==> src/lkvc_pkg.sv <==
// ----------------------------------------------------------------------------
// lkvc_pkg
// Shared widths, codes and payload types of the LRU key-value cache.
// ----------------------------------------------------------------------------
package lkvc_pkg;

   localparam int ENTRIES = 16;
   localparam int KEY_W   = 32;
   localparam int DATA_W  = 32;
   localparam int CAP_W   = 5;
   localparam int AGE_W   = (ENTRIES > 1) ? $clog2(ENTRIES) : 1;
   localparam int CNT_W   = $clog2(ENTRIES + 1);
   localparam int CMP_W   = (CNT_W > CAP_W) ? CNT_W : CAP_W;

   localparam logic [CAP_W-1:0] CAP_RESET = CAP_W'(16);

   localparam logic FUNC_GET = 1'b0;
   localparam logic FUNC_SET = 1'b1;

   localparam logic [DATA_W-1:0] MISS_VALUE = {DATA_W{1'b1}};

   typedef logic [KEY_W-1:0]   key_type;
   typedef logic [DATA_W-1:0]  data_type;
   typedef logic [AGE_W-1:0]   age_type;
   typedef logic [CNT_W-1:0]   cnt_type;
   typedef logic [ENTRIES-1:0] vec_type;

   typedef struct packed {
      logic                     func;
      logic signed [KEY_W-1:0]  lookup_key;
      logic signed [DATA_W-1:0] store_value;
   } req_type;

   typedef struct packed {
      logic                     hit;
      logic signed [DATA_W-1:0] read_value;
   } rsp_type;

   typedef struct packed {
      logic             valid;
      req_type          req;
      logic [CAP_W-1:0] capacity;
   } op_type;

   typedef struct packed {
      logic     hit;
      vec_type  hit_oh;
      vec_type  free_oh;
      vec_type  victim_oh;
      data_type hit_data;
      age_type  hit_age;
   } match_type;

endpackage

==> src/lru_key_value_cache.sv <==
// ----------------------------------------------------------------------------
// lru_key_value_cache
// Fully associative key-value cache with least-recently-used replacement.
// ----------------------------------------------------------------------------
// Takes one request beat per cycle while no get is held by back-pressure on
// rsp, and answers every get with one response beat (hit and value, or miss
// and all ones); a set gives no response. A combinational parallel key
// compare over all entries and a parallel age update lie between the request
// register and the response register. Back-pressure on rsp holds a pending get
// in the request register; sets keep flowing. The store is empty right after
// reset, with no clearing pass. Write csr_wr_data (capacity) only while idle;
// zero reads as one and values above the entry count saturate.
module lru_key_value_cache
   import lkvc_pkg::*;
(
   input  logic             clock,
   input  logic             reset,
   input  logic             req_valid,
   output logic             req_ready,
   input  req_type          req_data,
   output logic             rsp_valid,
   input  logic             rsp_ready,
   output rsp_type          rsp_data,
   input  logic             csr_wr_en,
   input  logic [CAP_W-1:0] csr_wr_data
);

   logic             in_valid_ff, in_valid_in;
   req_type          in_data_ff, in_data_in;
   logic [CAP_W-1:0] cap_ff, cap_in;
   logic             rsp_valid_ff, rsp_valid_in;
   rsp_type          rsp_data_ff, rsp_data_in;

   logic    out_free;
   logic    advance;
   logic    is_get;
   op_type  op;
   rsp_type result;

   assign is_get    = (in_data_ff.func == FUNC_GET);
   assign out_free  = !rsp_valid_ff || rsp_ready;
   assign advance   = in_valid_ff && (!is_get || out_free);
   assign req_ready = !in_valid_ff || advance;

   assign op.valid    = advance;
   assign op.req      = in_data_ff;
   assign op.capacity = cap_ff;

   lkvc_store u_store (
      .clock  (clock),
      .reset  (reset),
      .op     (op),
      .result (result)
   );

   always_comb begin
      in_valid_in = req_ready ? req_valid : in_valid_ff;
      in_data_in  = (req_valid && req_ready) ? req_data : in_data_ff;
      cap_in      = csr_wr_en ? csr_wr_data : cap_ff;

      rsp_valid_in = rsp_valid_ff;
      rsp_data_in  = rsp_data_ff;
      if (advance && is_get) begin
         rsp_valid_in = 1'b1;
         rsp_data_in  = result;
      end else if (rsp_ready) begin
         // drop the beat once taken
         rsp_valid_in = 1'b0;
      end
   end

   always_ff @(posedge clock) begin
      if (reset) begin
         in_valid_ff  <= 1'b0;
         rsp_valid_ff <= 1'b0;
         cap_ff       <= CAP_RESET;
      end else begin
         in_valid_ff  <= in_valid_in;
         rsp_valid_ff <= rsp_valid_in;
         cap_ff       <= cap_in;
      end
   end

   always_ff @(posedge clock) begin
      in_data_ff  <= in_data_in;
      rsp_data_ff <= rsp_data_in;
   end

   assign rsp_valid = rsp_valid_ff;
   assign rsp_data  = rsp_data_ff;

endmodule

==> src/lkvc_match.sv <==
// ----------------------------------------------------------------------------
// lkvc_match
// Parallel key compare over all entries; picks hit, free slot and victim.
// ----------------------------------------------------------------------------
module lkvc_match
   import lkvc_pkg::*;
(
   input  vec_type   entry_valid,
   input  key_type   entry_key [ENTRIES],
   input  data_type  entry_data [ENTRIES],
   input  age_type   entry_age [ENTRIES],
   input  cnt_type   fill_count,
   input  key_type   key,
   output match_type result
);

   vec_type  hit_oh;
   vec_type  victim_oh;
   vec_type  empty;
   data_type hit_data;
   age_type  hit_age;
   cnt_type  fill_m1;

   assign fill_m1 = fill_count - 1'b1;
   assign empty   = ~entry_valid;

   always_comb begin
      hit_data = '0;
      hit_age  = '0;
      for (int i = 0; i < ENTRIES; i++) begin
         hit_oh[i]    = entry_valid[i] && (entry_key[i] == key);
         // the oldest valid entry carries age fill_count-1
         victim_oh[i] = entry_valid[i] && (entry_age[i] == AGE_W'(fill_m1));
         hit_data     = hit_data | (entry_data[i] & {DATA_W{hit_oh[i]}});
         hit_age      = hit_age  | (entry_age[i]  & {AGE_W{hit_oh[i]}});
      end
   end

   always_comb begin
      result.hit       = |hit_oh;
      result.hit_oh    = hit_oh;
      // isolate the lowest empty slot
      result.free_oh   = empty & (~empty + 1'b1);
      result.victim_oh = victim_oh;
      result.hit_data  = hit_data;
      result.hit_age   = hit_age;
   end

endmodule

==> src/lkvc_store.sv <==
// ----------------------------------------------------------------------------
// lkvc_store
// Entry storage and registered recency update for one access per cycle.
// ----------------------------------------------------------------------------
module lkvc_store
   import lkvc_pkg::*;
(
   input  logic    clock,
   input  logic    reset,
   input  op_type  op,
   output rsp_type result
);

   vec_type   valid_ff, valid_in;
   key_type   key_ff [ENTRIES];
   key_type   key_in [ENTRIES];
   data_type  data_ff [ENTRIES];
   data_type  data_in [ENTRIES];
   age_type   age_ff [ENTRIES];
   age_type   age_in [ENTRIES];
   cnt_type   fill_ff, fill_in;

   match_type       match;
   logic [CMP_W-1:0] cap_ext;
   logic [CMP_W-1:0] cap_eff;
   logic            is_set;
   logic            room;
   logic            insert;
   vec_type         tgt_oh;
   cnt_type         thr;

   lkvc_match u_match (
      .entry_valid (valid_ff),
      .entry_key   (key_ff),
      .entry_data  (data_ff),
      .entry_age   (age_ff),
      .fill_count  (fill_ff),
      .key         (op.req.lookup_key),
      .result      (match)
   );

   assign cap_ext = CMP_W'(op.capacity);
   assign is_set  = (op.req.func == FUNC_SET);

   always_comb begin
      if (cap_ext == '0) begin
         cap_eff = CMP_W'(1);
      end else if (cap_ext > CMP_W'(ENTRIES)) begin
         cap_eff = CMP_W'(ENTRIES);
      end else begin
         cap_eff = cap_ext;
      end
   end

   assign room   = CMP_W'(fill_ff) < cap_eff;
   assign insert = op.valid && is_set && !match.hit && room;

   // An insert ages every valid entry, which is a touch with threshold fill_count.
   always_comb begin
      if (match.hit) begin
         tgt_oh = match.hit_oh;
         thr    = CNT_W'(match.hit_age);
      end else if (is_set && room) begin
         tgt_oh = match.free_oh;
         thr    = fill_ff;
      end else if (is_set) begin
         tgt_oh = match.victim_oh;
         thr    = fill_ff - 1'b1;
      end else begin
         tgt_oh = '0;
         thr    = '0;
      end
   end

   always_comb begin
      valid_in = valid_ff;
      fill_in  = fill_ff;
      for (int i = 0; i < ENTRIES; i++) begin
         key_in[i]  = key_ff[i];
         data_in[i] = data_ff[i];
         age_in[i]  = age_ff[i];
      end
      if (op.valid) begin
         for (int i = 0; i < ENTRIES; i++) begin
            if (tgt_oh[i]) begin
               age_in[i] = '0;
               if (is_set) begin
                  key_in[i]  = op.req.lookup_key;
                  data_in[i] = op.req.store_value;
               end
            end else if (valid_ff[i] && (CNT_W'(age_ff[i]) < thr)) begin
               age_in[i] = age_ff[i] + 1'b1;
            end
         end
         if (insert) begin
            valid_in = valid_ff | tgt_oh;
            fill_in  = fill_ff + 1'b1;
         end
      end
   end

   always_ff @(posedge clock) begin
      if (reset) begin
         valid_ff <= '0;
         fill_ff  <= '0;
      end else begin
         valid_ff <= valid_in;
         fill_ff  <= fill_in;
      end
   end

   always_ff @(posedge clock) begin
      for (int i = 0; i < ENTRIES; i++) begin
         key_ff[i]  <= key_in[i];
         data_ff[i] <= data_in[i];
         age_ff[i]  <= age_in[i];
      end
   end

   assign result.hit        = match.hit;
   assign result.read_value = match.hit ? match.hit_data : MISS_VALUE;

endmodule

==> config.mk <==
export PLATFORM = sky130hd
export DESIGN_NAME = lru_key_value_cache
export DESIGN_NICKNAME = d
export VERILOG_FILES = /design/src/lkvc_pkg.sv /design/src/lru_key_value_cache.sv /design/src/lkvc_match.sv /design/src/lkvc_store.sv
export SDC_FILE = /design/constraint.sdc
export NUM_CORES = 2
export LEC_CHECK = 0
export CAP_MARGIN = 10
export CELL_PAD_IN_SITES_DETAIL_PLACEMENT = 0
export CELL_PAD_IN_SITES_GLOBAL_PLACEMENT = 1
export CORE_ASPECT_RATIO = 0.8
export CORE_MARGIN = 2
export CORE_UTILIZATION = 30
export CTS_CLUSTER_DIAMETER = 150
export DETAILED_ROUTE_END_ITERATION = 16
export DONT_BUFFER_PORTS = 1
export HOLD_SLACK_MARGIN = 0.06
export PLACE_DENSITY_LB_ADDON = 0.1
export SYNTH_ARGS = -nofsm -noshare
export SYNTH_HDL_FRONTEND = slang
export SYNTH_HIERARCHICAL = 1
export SYNTH_SLANG_ARGS = --single-unit
==> constraint.sdc <==
create_clock -name clock -period 15.1 [get_ports clock]
set_input_delay 0.755 -clock clock [delete_from_list [all_inputs] [get_ports clock]]
set_output_delay 0.755 -clock clock [all_outputs]
set_load 0.05 [all_outputs]
== Word-level counts from Yosys, hierarchy flattened ==
Cells that the tools add are included.

* Bits in registers: 1214
* Input bits: 75
* Output and inout port bits: 35
* Word-level logic and storage cells: 333

* $add $sub $neg: 19
* $lt $le $gt $ge: 18
* Eq/ne operators: 32
* Mux-type cells: 26
* Bitwise operators: 67
* Reductions and logical operators: 113

{| class="wikitable"
|+ Operators with widths
! cell !! count
|-
| $and 32x32->32 || 16
|-
| $eq 32x32->1 || 16
|-
| $or 32x32->32 || 15
|-
| $lt 4x5->1 || 16
|-
| $add 4x1->4 const B || 16
|-
| $and 4x4->4 || 16
|-
| $eq 4x4->1 || 16
|-
| $mux 4 || 16
|-
| $or 4x4->4 || 15
|-
| $logic_and 1x1->1 || 55
|-
| $mux 16 || 3
|-
| $reduce_and 3->1 || 16
|-
| $reduce_and 2->1 || 17
|-
| $reduce_bool 2->1 || 17
|-
| $not 16->16 || 2
|-
| $mux 5 || 5
|-
| $add 16x1->16 const B || 1
|-
| $and 16x16->16 || 1
|-
| $or 16x16->16 || 1
|-
| $reduce_or 16->1 || 1
|-
| $add 5x1->5 const B || 1
|-
| $gt 5x5->1 const B || 1
|-
| $logic_not 5->1 || 1
|-
| $lt 5x5->1 || 1
|-
| 5 further kinds || 10
|}

== Longest topological paths before layout ==
* Depth in word-level cells: 23
* Depth in mapped cells: 19
* Depth with buffers taken out: 15

== Hierarchy ==
The synthesis kept the hierarchy.

{| class="wikitable"
|+ By module, submodules not included
! module !! times used !! cells each !! area an instance (um^2) !! sequential area each (um^2)
|-
| lkvc_store || 1 || 1608 || 36406.2 || 33091.7
|-
| lkvc_match || 1 || 2694 || 16397.0 || 0.0
|-
| lru_key_value_cache || 1 || 125 || 3238.1 || 3083.0
|}

== Worst setup path before layout ==
Ideal clock, no wire load.

* Path type: register -> register
* Start: reg in_data_ff[42] (netlist bit)
* End: reg u_store/data_ff[100] (netlist bit) (enable)
* Library setup time: 0.486 ns
* Arrival time: 6.012 ns
* Path slack: 8.602 ns
* Stages on the path, launching flop included: 15
* Path buffers: 5
* Clock period less this slack: 6.498 ns
* Path through: edfxtp_1 > buf_4 > buf_6 > o221ai_1 > nor4bb_1 > buf_2 > and3_1 > a2111o_1 > or4_1 > nand2b_1 > buf_1 > buf_1 > o21ai_1 > inv_1 > nor2_1

{| class="wikitable"
|+ RTL lines
! what !! line !! RTL
|-
| from (decl) || lru_key_value_cache.sv:29 || <nowiki>req_type in_data_ff, in_data_in;</nowiki>
|-
| from (signal assigned) || lru_key_value_cache.sv:85 || <nowiki>in_data_ff <= in_data_in;</nowiki>
|-
| to (signal, indexed assignment) || lkvc_store.sv:115 || <nowiki>data_ff[i] <= data_in[i];</nowiki>
|-
| to (decl) || lkvc_store.sv:17 || <nowiki>data_type data_ff [ENTRIES];</nowiki>
|}

==> results.yml <==
logic_synthesis:
  synth_nets: 4557
  avgSynthCellArea_sq_um: 12.66
  async_flop_share_pct: 0
  synth_top_area_share_pct: 63.55
  synth-seq-cells: 1214
  syn_inst: 4427
  synth_seq_area_share_pct: 64.55
  synth_area_leaders: "edfxtp_1 (64%), xnor2_1 (7.4%), nand4_1 (5.9%), nor2_1 (3.4%), inv_1 (3.0%)"
  synth_top_area_cell: "edfxtp_1"
  ys_types: 68
  synth_area_sq_mm: 0.05604
  yosys_warnings: 6
  synth-edff-count: 1186
  synthFlopType: "edfxtp_1"
setup_path:
  arrival_ns: 7.11
  slowest_stage: "nor2_4"
  cpMostUsedCell: "buf_4"
  critPathRequiredTime_ns: 15.53
  crit_path_start_kind: "register"
  crit_chain: "buf_4 > xnor2_1 > nand4_1 > nor2_4 > buf_4 > nand4_1 > o2111ai_1 > or4_4 > buf_4 > nand2_1 > o21ai_2 > inv_1 > nor2_4 > buf_4"
  cp_max_fo: 40
  cp_slowest_stage_delay_ns: 0.90
  end_kind: "register"
  critPathKind: "register to register"
floorplanning:
  die_x_um: 487.2
  initial_core_util_pct: 30.28
  dieArea_sq_mm: 0.1903
  core.rowCount: 141
  ioPinCount: 110
  coreArea_sq_mm: 0.1851
  die_height_um: 390.6
hold_path:
  hp-class: "input pin to register"
flow_run:
  max_cap_viol_count: 0
outcome:
  status: "finished clean"
clock_tree:
  cts_tree: "yes"
  clk_pin_slew_ns: 0.06
  cts_made_buffers: 137
  cts.sinks: 1214
  post_cts_buffers: 0
  cts_buffer_depth: 3
  cts_root_buf: "clkbuf_16"
  htreeDepth: 4
  insertion_delay_ns: 0.80
finish:
  area_delta_synth_final_pct: 14.00
  drive_gt1_share_pct: 9.591
  nFillCells: 18196
  nNetsFinal: 4647
  final_cells: 7056
timing:
  fin_crit_ns: 6.684
  tightest_slew_ns: 1.243
  hold_slack_ns: 0.1335
  hold_violations: 0
  setup_ws_ns: 8.416
  slew_headroom_pct: 17.13
  fin_setup_tns_ns: 0
  clock_skew_ns: 0.04203
  rsz0062_at_grt: "false"
  max_freq_ghz: 0.1496
  finalCritPeriodShare_pct: 44.27
  setup_violations: 0
  drv_slew: 0
place:
  pre_cts_ws_ns: 8.436
  place_congestion: 0.8198
  dp_hpwl_mm: 127.5
  io_buffers: 0
  dp.cells: 6741
global_routing:
  grt_antenna_before_repair: 17
  grt_usage_pct: 22.33
  grt_max_degree: 65
  grt_pass1_wl_mm: 297.5
  overflow: 0
  grt_pass1_vias: 35378
power_and_ir_drop:
  power.leakage_nw: 21.45
  cellPowerDensity_mw_per_mm2: 114.1
  ir_drop_v: 0.00009609
drt:
  wl_per_cell_um: 30.41
  drt_first_iter_violations: 4173
  antenna_left: 0
  drcViolationCount: 0
  viasPerCell: 5.239
  dr.pass1.iters: 6
  dr_total_vias: 36965
  wl_mm: 214.6
-- cells in the final DEF, fill, tap and decap left out, types with 39 or more instances in the layout --
master,n
buf_4,157
ha_1,55
nand2b_1,49
xnor2_1,470
clkbuf_1,39
o2111ai_1,148
nor2_1,481
nand3_1,109
nand2_1,123
edfxtp_1,1186
nand4_1,533
clkbuf_16,137
dlygate4sd3_1,67
inv_1,452
xor2_1,113
-- worst max-delay path, delay by kind of cell (launching register included) --
family	cells	cell delay, ns
simple gates	6	2.54
xor+xnor	1	0.17
buf+inv	5	2.22
compound gates	2	0.43
flops	1	0.74
-- flip-flops by register name, summed over array words and instances, names as in the netlist --
signal / count
u_store/data_ff: 512
u_store/key_ff: 512
rsp_valid: 1
rsp_data: 33
in_data_ff: 65
in_valid_ff: 1
u_store/age_ff: 64
u_store/valid_ff: 16
u_store/fill_ff: 5
cap_ff: 5
-- cells in the mapped netlist, types with 5 or more instances --
cell,number
buf_6,42
nand2b_1,49
buf_1,22
nor2b_1,12
nor4_2,6
a31oi_1,16
nor2_1,508
o221ai_1,5
inv_1,452
dfxtp_1,28
nor4_1,18
ha_1,55
and3_1,12
clkbuf_1,119
a21o_1,15
and2_1,19
buf_2,53
maj3_1,7
xnor2_1,471
nand2_1,127
xor2_1,114
nand4_1,533
edfxtp_1,1186
buf_8,5
o21ai_0,22
o21ai_2,7
maj3_2,9
o31ai_1,16
mux2i_1,22
nor3_1,31
or4_1,38
o21ai_1,9
o2111ai_1,148
buf_4,33
nand3_2,9
nor4_4,12
a21oi_1,36
nand3_1,110
-- timing repair --
action | 4_1_cts | 5_1_grt
gates resized for setup | 0 | 0
endpoints found under the setup margin | 0 | 0
hold buffers | 68 | 0
hold endpoints to repair | 93 | 0
-- cell families after synthesis --
family / synth area share [%]
compound gates: 4.157
xor+xnor: 9.143
fa+ha+maj: 1.534
buf+inv: 5.892
flops: 64.55
mux: 0.3929
simple gates: 14.33
-- final cells by class --
cell class	instances	area, sq um	area share [%]
repair buffers	225	1869	2.926
clock buffers	178	3602	5.638
diodes	6	15.01	0.02350
clock inverters	63	526.8	0.8245
well taps	2431	3042	4.761
multi-input cells	2483	16940	26.52
flip-flops and latches	1214	36180	56.63
inverters	456	1712	2.679
-- stage by stage --
step / power, mW / util (%) / instance area [sq um]
finish: 7.291 / 34.52 / 63890
global route: 7.527 / 34.51 / 63870
CTS: 7.389 / 34.51 / 63870
detailed placement: 4.144 / 31.91 / 59050
global placement: 4.145 / 31.91 / 59050
floorplan: 4.010 / - / 56040
-- worst paths after layout --
kind | startpoint | end | slack [ns] | depth (start not counted)
setup / recovery | in_data_ff[43] | u_store/key_ff[345] | 8.42 | 14
hold / removal | req_valid | in_valid_ff | 0.13 | 2
setup reg to reg | in_data_ff[43] | u_store/key_ff[345] | 8.42 | 14
hold reg to reg | cap_ff[0] | cap_ff[0] | 0.50 | 2
-- layer usage --
layer	global-route usage (%)	routed length [um]	share of wire, %	vias to the layer above
met4	4.884	4123	1.9	2
li1	-	-	-	16318
met2	31.15	87980	41	1307
met1	34.76	108000	50	19080
met5	0.3051	81	0.038	-
met3	4.839	14410	6.7	258
-- report_power, final --
group	leakage, nW	internal [mW]	switching [mW]
Clock	2.01	1.76	1.44
Combinational	8.40	0.104	0.229
Sequential	11.0	3.71	0.0403
Total	21.5	5.58	1.71
Note: power is estimated with default switching activity, not from simulation.
